===== config.mk =====
export PLATFORM = sky130hd
export DESIGN_NAME = postfix_expression_evaluator_unit
export DESIGN_NICKNAME = d
export VERILOG_FILES = /design/src/rtl/pee_pkg.sv /design/src/rtl/pee_ram.sv /design/src/rtl/pee_div.sv /design/src/rtl/pee_dp.sv /design/src/rtl/pee_ctrl.sv /design/src/rtl/postfix_expression_evaluator_unit.sv
export VERILOG_INCLUDE_DIRS = /design/src /design/src/rtl
export SDC_FILE = /design/constraint.sdc
export NUM_CORES = 2
export LEC_CHECK = 0
export BUFFER_PORTS_ARGS = -buffer_cell sky130_fd_sc_hd__buf_2
export CORE_AREA = 2 2 524 526
export CTS_CLUSTER_DIAMETER = 30
export DETAILED_ROUTE_END_ITERATION = 12
export DIE_AREA = 0 0 526 528
export PLACE_DENSITY = 0.59
export SYNTH_ARGS = -nofsm -noshare
export SYNTH_HDL_FRONTEND = slang
export SYNTH_SLANG_ARGS = --single-unit

===== constraint.sdc =====
create_clock -name clk -period 15.2 [get_ports clk]
set_input_delay 0.76 -clock clk [delete_from_list [all_inputs] [get_ports clk]]
set_output_delay 0.76 -clock clk [all_outputs]
set_load 0.02 [all_outputs]

===== src/rtl/assert_macros.svh =====
// Assertion macros for the RTL files that carry checks.
// Each macro expects a clock named clk and an active-low reset named arst_n in scope.
`ifndef ASSERT_MACROS_SVH
`define ASSERT_MACROS_SVH

// Same-cycle implication, sampled on the rising clock edge outside reset.
`define ASSERT_IMPLY(label, ante, cons, msg) \
	label: assert property (@(posedge clk) disable iff (!arst_n) (ante) |-> (cons)) \
		else $error(msg);

// Next-cycle implication, sampled on the rising clock edge outside reset.
`define ASSERT_IMPLY_NEXT(label, ante, cons, msg) \
	label: assert property (@(posedge clk) disable iff (!arst_n) (ante) |=> (cons)) \
		else $error(msg);

`endif


===== src/rtl/pee_pkg.sv =====
// Shared types, codes and decode functions of the postfix evaluator.
// No dependencies; pee_div, pee_dp, pee_ctrl and the top level import this package.
package pee_pkg;

	localparam int DATA_W    = 32;
	localparam int DIV_CNT_W = $clog2(DATA_W);

	typedef logic [DATA_W-1:0] word_t;
	typedef logic [2:0]        status_t;
	typedef logic [7:0]        char_t;

	localparam status_t ST_OK        = 3'd0;
	localparam status_t ST_INVALID   = 3'd1;
	localparam status_t ST_UNDERFLOW = 3'd2;
	localparam status_t ST_DIVZERO   = 3'd3;
	localparam status_t ST_OVERFLOW  = 3'd4;

	localparam char_t CH_ZERO  = 8'h30;
	localparam char_t CH_NINE  = 8'h39;
	localparam char_t CH_SPACE = 8'h20;
	localparam char_t CH_PLUS  = 8'h2B;
	localparam char_t CH_MINUS = 8'h2D;
	localparam char_t CH_STAR  = 8'h2A;
	localparam char_t CH_SLASH = 8'h2F;

	typedef enum logic [1:0] {OP_ADD, OP_SUB, OP_MUL, OP_DIV} op_t;
	typedef enum logic [1:0] {CL_DIGIT, CL_SPACE, CL_OP, CL_INVALID} cls_t;

	// Commands from the controller to the datapath.
	typedef struct packed {
		logic    push;
		logic    load_op;
		logic    alu_wb;
		logic    div_start;
		logic    div_wb;
		logic    set_err;
		status_t err_code;
		logic    finish;
	} cmd_t;

	// Status from the datapath to the controller.
	typedef struct packed {
		cls_t cls;
		op_t  op;
		logic err_set;
		logic empty;
		logic lt2;
		logic full;
		logic rhs_zero;
		logic div_done;
	} sts_t;

	function automatic cls_t char_class(char_t c);
		cls_t r;
		if (c >= CH_ZERO && c <= CH_NINE) begin
			r = CL_DIGIT;
		end else if (c == CH_SPACE) begin
			r = CL_SPACE;
		end else if (c == CH_PLUS || c == CH_MINUS || c == CH_STAR || c == CH_SLASH) begin
			r = CL_OP;
		end else begin
			r = CL_INVALID;
		end
		return r;
	endfunction

	function automatic op_t char_op(char_t c);
		op_t r;
		case (c)
			CH_PLUS:  r = OP_ADD;
			CH_MINUS: r = OP_SUB;
			CH_STAR:  r = OP_MUL;
			default:  r = OP_DIV;
		endcase
		return r;
	endfunction

endpackage


===== src/rtl/pee_ram.sv =====
// Generic single-port-write, single-port-read RAM with registered read data.
// No dependencies.
module pee_ram #(
	parameter int WIDTH = 32,
	parameter int DEPTH = 64
) (
	input  logic                     clk,
	input  logic                     we,
	input  logic [$clog2(DEPTH)-1:0] waddr,
	input  logic [WIDTH-1:0]         wdata,
	input  logic [$clog2(DEPTH)-1:0] raddr,
	output logic [WIDTH-1:0]         rdata
);

	logic [WIDTH-1:0] mem_q [DEPTH];

	always_ff @(posedge clk) begin
		if (we) begin
			mem_q[waddr] <= wdata;
		end
		rdata <= mem_q[raddr];
	end

endmodule


===== src/rtl/pee_div.sv =====
// Iterative signed divider, one quotient bit per cycle, truncating toward zero.
// Depends on pee_pkg.
module pee_div (
	input  logic          clk,
	input  logic          arst_n,
	input  logic          start,
	input  pee_pkg::word_t dividend,
	input  pee_pkg::word_t divisor,
	output logic          done,
	output pee_pkg::word_t quotient
);
	import pee_pkg::*;

	logic                 busy_q;
	logic                 fix_q;
	logic                 done_q;
	logic [DIV_CNT_W-1:0] cnt_q;
	logic                 neg_q;
	logic [DATA_W:0]      rem_q;
	word_t                quo_q;
	word_t                dvs_q;
	logic [DATA_W:0]      rem_sh;
	logic [DATA_W:0]      diff;

	assign rem_sh = {rem_q[DATA_W-1:0], quo_q[DATA_W-1]};
	assign diff   = rem_sh - {1'b0, dvs_q};

	always_ff @(posedge clk or negedge arst_n) begin
		if (!arst_n) begin
			busy_q <= 1'b0;
			fix_q  <= 1'b0;
			done_q <= 1'b0;
			cnt_q  <= '0;
		end else begin
			done_q <= fix_q;
			fix_q  <= 1'b0;
			if (start) begin
				busy_q <= 1'b1;
				cnt_q  <= '0;
			end else if (busy_q) begin
				cnt_q <= cnt_q + 1'b1;
				if (cnt_q == DIV_CNT_W'(DATA_W - 1)) begin
					busy_q <= 1'b0;
					fix_q  <= 1'b1;
				end
			end
		end
	end

	always_ff @(posedge clk) begin
		if (start) begin
			neg_q <= dividend[DATA_W-1] ^ divisor[DATA_W-1];
			rem_q <= '0;
			quo_q <= dividend[DATA_W-1] ? (~dividend + 1'b1) : dividend;
			dvs_q <= divisor[DATA_W-1] ? (~divisor + 1'b1) : divisor;
		end else if (busy_q) begin
			if (!diff[DATA_W]) begin
				rem_q <= diff;
				quo_q <= {quo_q[DATA_W-2:0], 1'b1};
			end else begin
				rem_q <= rem_sh;
				quo_q <= {quo_q[DATA_W-2:0], 1'b0};
			end
		end else if (fix_q) begin
			quo_q <= neg_q ? (~quo_q + 1'b1) : quo_q;
		end
	end

	assign done     = done_q;
	assign quotient = quo_q;

endmodule


===== src/rtl/pee_dp.sv =====
// Datapath: top-of-stack register, stack RAM, ALU, divider, error and result registers.
// Depends on pee_pkg, pee_ram and pee_div.
module pee_dp #(
	parameter int STACK_DEPTH = 64
) (
	input  logic             clk,
	input  logic             arst_n,
	input  pee_pkg::char_t   character,
	input  pee_pkg::cmd_t    cmd,
	output pee_pkg::sts_t    sts,
	output pee_pkg::word_t   value,
	output pee_pkg::status_t status
);
	import pee_pkg::*;

	localparam int CNT_W = $clog2(STACK_DEPTH + 1);
	localparam int AW    = $clog2(STACK_DEPTH);

	logic [CNT_W-1:0] count_q;
	logic [CNT_W-1:0] wr_ptr;
	logic [CNT_W-1:0] rd_ptr;
	word_t            tos_q;
	status_t          err_q;
	op_t              op_q;
	word_t            rd_data;
	word_t            alu_res;
	word_t            div_res;
	logic             div_done;
	word_t            out_value_q;
	status_t          out_status_q;
	logic             empty;

	// The top value lives in tos_q; the RAM holds the values below it.
	assign wr_ptr = count_q - CNT_W'(1);
	assign rd_ptr = count_q - CNT_W'(2);
	assign empty  = (count_q == '0);

	pee_ram #(
		.WIDTH(DATA_W),
		.DEPTH(STACK_DEPTH)
	) u_ram (
		.clk   (clk),
		.we    (cmd.push && !empty),
		.waddr (wr_ptr[AW-1:0]),
		.wdata (tos_q),
		.raddr (rd_ptr[AW-1:0]),
		.rdata (rd_data)
	);

	pee_div u_div (
		.clk      (clk),
		.arst_n   (arst_n),
		.start    (cmd.div_start),
		.dividend (rd_data),
		.divisor  (tos_q),
		.done     (div_done),
		.quotient (div_res)
	);

	always_comb begin
		case (op_q)
			OP_ADD:  alu_res = rd_data + tos_q;
			OP_SUB:  alu_res = rd_data - tos_q;
			OP_MUL:  alu_res = rd_data * tos_q;
			default: alu_res = rd_data + tos_q;
		endcase
	end

	always_ff @(posedge clk or negedge arst_n) begin
		if (!arst_n) begin
			count_q <= '0;
			err_q   <= ST_OK;
		end else begin
			if (cmd.finish) begin
				count_q <= '0;
				err_q   <= ST_OK;
			end else begin
				if (cmd.push) begin
					count_q <= count_q + CNT_W'(1);
				end else if (cmd.alu_wb || cmd.div_wb) begin
					count_q <= count_q - CNT_W'(1);
				end
				if (cmd.set_err && err_q == ST_OK) begin
					err_q <= cmd.err_code;
				end
			end
		end
	end

	always_ff @(posedge clk) begin
		if (cmd.push) begin
			tos_q <= word_t'(character - CH_ZERO);
		end else if (cmd.alu_wb) begin
			tos_q <= alu_res;
		end else if (cmd.div_wb) begin
			tos_q <= div_res;
		end
		if (cmd.load_op) begin
			op_q <= char_op(character);
		end
		if (cmd.finish) begin
			out_value_q  <= (err_q == ST_OK && !empty) ? tos_q : '0;
			out_status_q <= (err_q != ST_OK) ? err_q : (empty ? ST_UNDERFLOW : ST_OK);
		end
	end

	assign sts.cls      = char_class(character);
	assign sts.op       = op_q;
	assign sts.err_set  = (err_q != ST_OK);
	assign sts.empty    = empty;
	assign sts.lt2      = (count_q < CNT_W'(2));
	assign sts.full     = (count_q == CNT_W'(STACK_DEPTH));
	assign sts.rhs_zero = (tos_q == '0);
	assign sts.div_done = div_done;

	assign value  = out_value_q;
	assign status = out_status_q;

endmodule


===== src/rtl/pee_ctrl.sv =====
// Controller state machine: sequences one character at a time and owns both handshakes.
// Depends on pee_pkg.
module pee_ctrl (
	input  logic          clk,
	input  logic          arst_n,
	input  logic          s_tvalid,
	input  logic          s_tlast,
	input  logic          m_tready,
	input  pee_pkg::sts_t sts,
	output logic          s_tready,
	output logic          m_tvalid,
	output pee_pkg::cmd_t cmd
);
	import pee_pkg::*;

	localparam logic [1:0] S_IDLE   = 2'd0;
	localparam logic [1:0] S_EXEC   = 2'd1;
	localparam logic [1:0] S_DIV    = 2'd2;
	localparam logic [1:0] S_FINISH = 2'd3;

	logic [1:0] state_q;
	logic [1:0] state_d;
	logic [1:0] after_op;
	logic       last_q;
	logic       last_d;
	logic       out_valid_q;

	assign s_tready = (state_q == S_IDLE);
	assign m_tvalid = out_valid_q;
	assign after_op = last_q ? S_FINISH : S_IDLE;

	always_comb begin
		cmd     = '0;
		state_d = state_q;
		last_d  = last_q;
		case (state_q)
			S_IDLE: begin
				if (s_tvalid) begin
					last_d  = s_tlast;
					state_d = s_tlast ? S_FINISH : S_IDLE;
					// Once an error is latched the rest of the expression is ignored.
					if (!sts.err_set) begin
						case (sts.cls)
							CL_DIGIT: begin
								if (sts.full) begin
									cmd.set_err  = 1'b1;
									cmd.err_code = ST_OVERFLOW;
								end else begin
									cmd.push = 1'b1;
								end
							end
							CL_OP: begin
								if (sts.lt2) begin
									cmd.set_err  = 1'b1;
									cmd.err_code = ST_UNDERFLOW;
								end else begin
									cmd.load_op = 1'b1;
									state_d     = S_EXEC;
								end
							end
							CL_INVALID: begin
								cmd.set_err  = 1'b1;
								cmd.err_code = ST_INVALID;
							end
							default: begin
							end
						endcase
					end
				end
			end
			S_EXEC: begin
				if (sts.op == OP_DIV) begin
					if (sts.rhs_zero) begin
						cmd.set_err  = 1'b1;
						cmd.err_code = ST_DIVZERO;
						state_d      = after_op;
					end else begin
						cmd.div_start = 1'b1;
						state_d       = S_DIV;
					end
				end else begin
					cmd.alu_wb = 1'b1;
					state_d    = after_op;
				end
			end
			S_DIV: begin
				if (sts.div_done) begin
					cmd.div_wb = 1'b1;
					state_d    = after_op;
				end
			end
			S_FINISH: begin
				if (!out_valid_q || m_tready) begin
					cmd.finish = 1'b1;
					state_d    = S_IDLE;
				end
			end
			default: begin
				state_d = S_IDLE;
			end
		endcase
	end

	always_ff @(posedge clk or negedge arst_n) begin
		if (!arst_n) begin
			state_q     <= S_IDLE;
			last_q      <= 1'b0;
			out_valid_q <= 1'b0;
		end else begin
			state_q     <= state_d;
			last_q      <= last_d;
			out_valid_q <= cmd.finish || (out_valid_q && !m_tready);
		end
	end

endmodule


===== src/rtl/postfix_expression_evaluator_unit.sv =====
// Postfix expression evaluator: input stream of characters, output stream of results.
// Top level joining pee_ctrl and pee_dp; depends on pee_pkg and assert_macros.svh.
//
// The input channel takes one ASCII character per word, with tlast on the final
// character of an expression. Digits push 0 to 9, a space is skipped, and the
// operators + - * / pop two values and push the 32-bit wrapped result.
// After the final character the output channel carries one word: the top value
// (tdata) and a status code (tuser): ok, invalid character, underflow, divide by
// zero or overflow. The first error of an expression sticks until its end, and
// the value is zero whenever the status is not ok.
// Sequencing: a digit, space or invalid character is taken in the idle state; + - *
// go on to the execute state (registered stack RAM read, then the ALU), and / to the
// execute and divide states, as the divider resolves one quotient bit per cycle. The
// final character adds the finish state to load the output, valid on the next cycle.
// The output register lets the next expression start while a result still waits;
// only a second final character stalls the input until the waiting word is taken.
// Reset empties the stack and clears the error and the output valid flag; the
// stack RAM itself is not cleared, since only written entries are ever read.
`include "assert_macros.svh"

module postfix_expression_evaluator_unit #(
	parameter int STACK_DEPTH = 64
) (
	input  logic        clk,
	input  logic        arst_n,
	input  logic        s_tvalid,
	output logic        s_tready,
	input  logic [7:0]  s_tdata,   // [7:0] character
	input  logic        s_tlast,
	output logic        m_tvalid,
	input  logic        m_tready,
	output logic [31:0] m_tdata,   // [31:0] value, two's complement
	output logic [2:0]  m_tuser    // [2:0] status
);
	import pee_pkg::*;

	cmd_t cmd;
	sts_t sts;

	// Controller: owns the state, the pending final flag and the output valid bit.
	pee_ctrl u_ctrl (
		.clk      (clk),
		.arst_n   (arst_n),
		.s_tvalid (s_tvalid),
		.s_tlast  (s_tlast),
		.m_tready (m_tready),
		.sts      (sts),
		.s_tready (s_tready),
		.m_tvalid (m_tvalid),
		.cmd      (cmd)
	);

	// Datapath: stack, arithmetic and the registered result word.
	pee_dp #(
		.STACK_DEPTH(STACK_DEPTH)
	) u_dp (
		.clk       (clk),
		.arst_n    (arst_n),
		.character (s_tdata),
		.cmd       (cmd),
		.sts       (sts),
		.value     (m_tdata),
		.status    (m_tuser)
	);

	// A new result must never overwrite a word that is still waiting.
	`ASSERT_IMPLY(a_no_overwrite, cmd.finish, !m_tvalid || m_tready, "result overwritten")
	// A loaded result shows up on the output the next cycle.
	`ASSERT_IMPLY_NEXT(a_finish_valid, cmd.finish, m_tvalid, "result not presented")
	// A digit is never pushed onto a full stack.
	`ASSERT_IMPLY(a_push_room, cmd.push, !sts.full, "push onto full stack")
	// An operator only writes back with two operands stacked.
	`ASSERT_IMPLY(a_wb_operands, cmd.alu_wb || cmd.div_wb, !sts.lt2, "operator underflow")

endmodule

After elaboration in Yosys (flattened, before gate mapping)
Memories as Yosys holds them, arrays and structs flattened. A register that Yosys moved wholly into a read port is not among the register bits.
Cells that the tools add are included.
{ "classes": {"mux": 67, "n_lt_le_gt_ge": 3, "mul": 1, "addsub": 11, "n_eq_ne": 18, "reduce_logical": 29, "bitwise": 4} }
{ "op_table": {"columns": ["operator", "count"], "rows": [
  ["$mux 32", 9],
  ["$add 32x1->32 const B", 3],
  ["$not 32->32", 3],
  ["$pmux 32 s2", 1],
  ["$eq 8x6->1 const B", 5],
  ["$mux 2", 17],
  ["$sub 33x32->33", 1],
  ["$add 32x32->32", 1],
  ["$logic_not 32->1", 1],
  ["$mul 32x32->32", 1],
  ["$sub 32x32->32", 1],
  ["$mux 31", 1],
  ["$mux 4", 6],
  ["$mux 1", 21],
  ["$mux 7", 3],
  ["$reduce_bool 3->1", 5],
  ["$eq 2x2->1 const B", 6],
  ["$pmux 4 s3", 1],
  ["$mux 5", 2],
  ["$mux 3", 3],
  ["$sub 8x6->9 const B", 1],
  ["$ge 8x6->1 const B", 1],
  ["$le 8x6->1 const B", 1],
  ["$pmux 2 s4", 1],
  ["other kinds (22)", 38]
]} }
{ "word_totals": {"wordCells": 152, "output_inout_bits": 37, "ramBits": 2048, "inputBits": 13, "memories": 1, "reg_bits": 188} }
{ "memory_table": {"columns": ["name", "depth", "word_bits", "read_ports", "rd_ports_with_merged_regs", "write_ports", "line", "source"], "rows": [
  ["u_dp.u_ram.mem_q", 64, 32, 1, 1, 1, "pee_ram.sv:15", "logic [WIDTH-1:0] mem_q [DEPTH];"]
]} }

Depth between registers and ports, before layout
{ "depth": {"word_depth": 15, "mapped_depth": 27, "mapped_depth_nobuf": 25} }

Hierarchy
From an unflattened synthesis, not the netlist that was laid out.
{ "unflattened": {"cells_unflattened": 6726, "hier_area_um2": 108983.3} }
{ "by_module_without_submodules": {"columns": ["mod", "cells_per_inst", "n_inst", "seq_area_each_um2", "area_each_um2"], "rows": [
  ["pee_ram", 3324, 1, 62139.6, 78515.3],
  ["pee_dp", 2412, 1, 2322.2, 21993.6],
  ["pee_div", 942, 1, 2792.7, 8079.0],
  ["pee_ctrl", 48, 1, 100.1, 395.4]
]} }

Worst setup path after synthesis
No wires, ideal clock.
{ "synth_timing": {"path_kind": "register to register", "start": "register u_dp.tos_q[6]", "end": "register u_dp.tos_q[30] (data pin)", "arrival_ns": 7.792, "path_stages_with_launch": 26, "path_slack_ns": 7.138, "period_less_slack_ns": 8.062, "path_cell_list": "edfxtp_1 > clkbuf_1 > clkbuf_1 > and2_1 > fa_1 > fa_1 > fa_1 > inv_1 > fa_1 > inv_1 > fa_1 > inv_1 > fa_1 > inv_1 > fa_1 > fa_1 > ha_1 > a21o_1 > a21o_1 > a31o_2 > a21oi_1 > o21ai_0 > a2111o_1 > a41oi_1 > mux2i_1 > o41ai_1"} }
{ "synth_via": {"elab_chain_cells": 4} }
{ "synth_lines": {"columns": ["element", "line", "source"], "rows": [
  ["from (decl)", "pee_dp.sv:22", "word_t tos_q;"],
  ["from (signal assigned)", "pee_dp.sv:92", "tos_q <= word_t'(character - CH_ZERO);"],
  ["from (signal assigned)", "pee_dp.sv:94", "tos_q <= alu_res;"],
  ["from (signal assigned)", "pee_dp.sv:96", "tos_q <= div_res;"],
  ["$mul 32x32->32 (tied with other cells)", "pee_dp.sv:64", "OP_MUL: alu_res = rd_data * tos_q;"],
  ["$pmux 32 s2 (*)", "pee_dp.sv:61", "case (op_q)"],
  ["$mux 32 (*)", "pee_dp.sv:93", "end else if (cmd.alu_wb) begin"],
  ["$mux 32 (*)", "pee_dp.sv:91", "if (cmd.push) begin"]
]} }
Every way passes the cells marked *; elsewhere a longest branch is shown, timed or not.
A chain may end at the register's enable or synchronous reset.

Final worst setup path
{ "layout_timing": {"start": "register u_dp.tos_q[6]", "end": "register u_dp.tos_q[31] (data pin)"} }
Same word-level chain as after synthesis.

==> metrics.csv <==
metric,value,unit
outcome,"complete, no violations",
postcts setup bufs,0,
core area,272000,µm²
Cells after Synth,6419,
first-pass GRT wire length,446000,µm
post-CTS resize count,0,
r2r worst-path depth,22,
fin crit share,54.5,%
Non-Filler Instances,10640,
kind of cell adding the most delay to the critical path,adder cells,
post-synthesis area per instance,16.9,µm²
"Arr. time, crit path",8.84,ns
"count leader, synth",edfxtp_1,
grt ovf,0,
Ports,50,
Max Clock Freq,121,MHz
Fin Setup TNS,0,ns
clock-pin slew on the worst setup and hold paths,0.04,ns
Placer Congestion,0.885,
Initial Util,39.8,%
antenna violations before repair,30,
ys async rst share,0.970,%
sequential share of the synthesized area,62.2,%
Hold Path Class,in2reg,
via count,61160,
number of cells on the critical path,22,
Crit path required time,15.76,ns
CP max stage cell,edfxtp_1,
commonest cells in the synthesized netlist,"edfxtp_1 (2,182), mux4_2 (659), inv_1 (449), fa_1 (410), nand2_1 (381)",
Port Buf Inserts,49,
post-synth top area cell,edfxtp_1,
Iter 0 DRT Violations,6826,
RSZ-0062 raised after global routing,false,
Total GRT Usage,22.1,%
top post-synthesis cells by area,"edfxtp_1 (60%), mux4_2 (14%), fa_1 (7.6%)",
WP buf/inv,3,
Crit Path Class,reg2reg,
die area,278000,µm²
"Top FF cell, synth",edfxtp_1,
post-route minimum period,8.28,ns
Nets,7331,
total clock sinks,2268,
startpoint types,flop,
CP Capture Type,flop,
Crit path largest cell delay,0.84,ns
FILL cells,22976,
DRC Markers,0,
Clock Latency Late Sink,0.95,ns
final hold violation count,0,
Clock Tree Buf Depth,4,
Rows,192,
drt wl/cell,29.0,µm
Setup WS pre-CTS,6.96,ns
Vert. Die Dim,528,µm
dpl cells,9889,
TritonCTS Buffers,406,
area added between synthesis and finish,17.8,%
synthesized cell area,108000,µm²
vias per std cell,5.75,
Die Wd,526,µm
Syn. warnings,0,
Pre-antenna DRT Iters,6,
"Core Util, Final",46.9,%
Final Max Tran Viols,0,
CP dominant cell by count,fa_1,
CTS tree,done,
post-synth top area share,60.5,%
number of nets with antenna violations after routing,0,
detailed placement HPWL,175000,µm
CTS HTree Levels,5,
Post-Route Skew,0.128,ns
number of hold buffers added after CTS,1,
vias in the first global route,63033,
Worst Slack Setup Final,6.92,ns
Netlist cell types,80,
max_slew headroom,17.9,%
pin count of the biggest net entering global routing,116,
Routed Wire Length,309000,µm
hold path depth,3,
Max Cap Viol,0,
clk root buf,clkbuf_16,
post-synth net total,7041,
crit-path cells,"buf_4, and2_1, fa_1, fa_1, fa_1, inv_1, fa_1, inv_1, fa_1, fa_1, fa_1, fa_1, ha_1, and4_1, and3_1, a31oi_1, a21boi_0, o31ai_1, o21ai_0, xnor2_1, nand2_1, o211ai_1",
endpoints failing setup,0,
Slew @ Worst Pin,1.23,ns
number of synthesized flops with an enable pin,2182,
ratio of cells with drive above 1 in the final layout,23.7,%
"critical path fanouts, max",61,
post-synthesis register bit count,2268,
[flip-flops by register name (all words and copies together) (netlist names), 3 cells and up]
| name | flops |
|---|---|
| u_dp.u_div.quotient | 32 |
| u_dp.tos_q | 32 |
| u_dp.u_div.dvs_q | 32 |
| u_dp.count_q | 7 |
| u_dp.value | 32 |
| u_dp.status | 3 |
| u_dp.u_ram.mem_q | 2048 |
| u_dp.u_div.rem_q | 32 |
| u_dp.err_q | 3 |
| u_dp.u_div.cnt_q | 5 |
| u_dp.u_ram.rdata | 32 |
[cell type report]
cell class | count | area [µm²] | area share, %
diodes | 6 | 15.0 | 0.0118
clock buffers | 459 | 10500 | 8.21
clock inverters | 285 | 3380 | 2.65
inverters | 451 | 1690 | 1.33
multi-input cells | 3336 | 38400 | 30.1
flip-flops and latches | 2268 | 67400 | 52.8
well taps | 3589 | 4490 | 3.52
repair buffers | 246 | 1790 | 1.40
[worst min-delay path, stage by stage]
cell     delay [ns]
buf_2          0.11
nand2_1        0.05
a32oi_1        0.05
[placed cells by master, fill, tap and decap left out, drive strengths merged, types with 43 or more instances in the layout]
cell type and count:
nand2 381, dfxtp 64, bufinv 57, inv 483
xor2 92, xnor2 145, clkinv 155, fa 410
and2 350, edfxtp 2182, a21oi 148, o21ai 166
nand3 46, buf 245, mux2i 43, nor2 200
nor3 58, ha 199, clkbuf 459, mux4 659
[routing by layer]
| metal | share of wire, % | track usage, % | vias to the layer above |
|---|---|---|---|
| met3 | 7.5 | 3.38 | 586 |
| li1 | - | - | 25065 |
| met5 | 0.019 | 0 | - |
| met4 | 3.2 | 7.30 | 8 |
| met1 | 40 | 29.7 | 32702 |
| met2 | 49 | 37.0 | 2799 |
[final timing paths]
| kind | startpoint | end | slack (ns) |
|---|---|---|---|
| setup reg to reg | u_dp.tos_q[6] | u_dp.tos_q[31] | 6.92 |
| hold / removal | s_tvalid | u_ctrl.state_q[1] | 0.12 |
| hold reg to reg | u_dp.u_div.fix_q | u_dp.u_div.done | 0.43 |
| max in group asynchronous | arst_n | u_dp.count_q[1] | 14.25 |
| min in group asynchronous | arst_n | u_dp.u_div.done | 0.42 |
| setup / recovery | u_dp.tos_q[6] | u_dp.tos_q[31] | 6.92 |
[kinds of logic (layout without fill, tap and decap cells)]
logic type / after synthesis / in the layout / synth area share, %
compound gates: 566 / 566 / 3.30
mux: 712 / 712 / 14.2
xor+xnor: 238 / 238 / 1.94
simple gates: 1211 / 1211 / 5.65
buf+inv: 815 / 1441 / 2.85
other cells: 0 / 6 / 0
fa+ha+maj: 609 / 609 / 9.88
flops: 2268 / 2268 / 62.2
[stage by stage]
| stage | instance area [µm²] | hold slack [ns] |
|---|---|---|
| 2_1_floorplan | 108000 | 0.354 |
| 3_3_place_gp | 114000 | 0.458 |
| 3_5_place_dp | 114000 | 0.434 |
| 4_1_cts | 128000 | 0.0631 |
| 5_1_grt | 128000 | 0.110 |
| 6_report | 128000 | 0.125 |
Power is not shown: default switching activity piles up to over one toggle a cycle in this logic, so the estimate is an artifact.
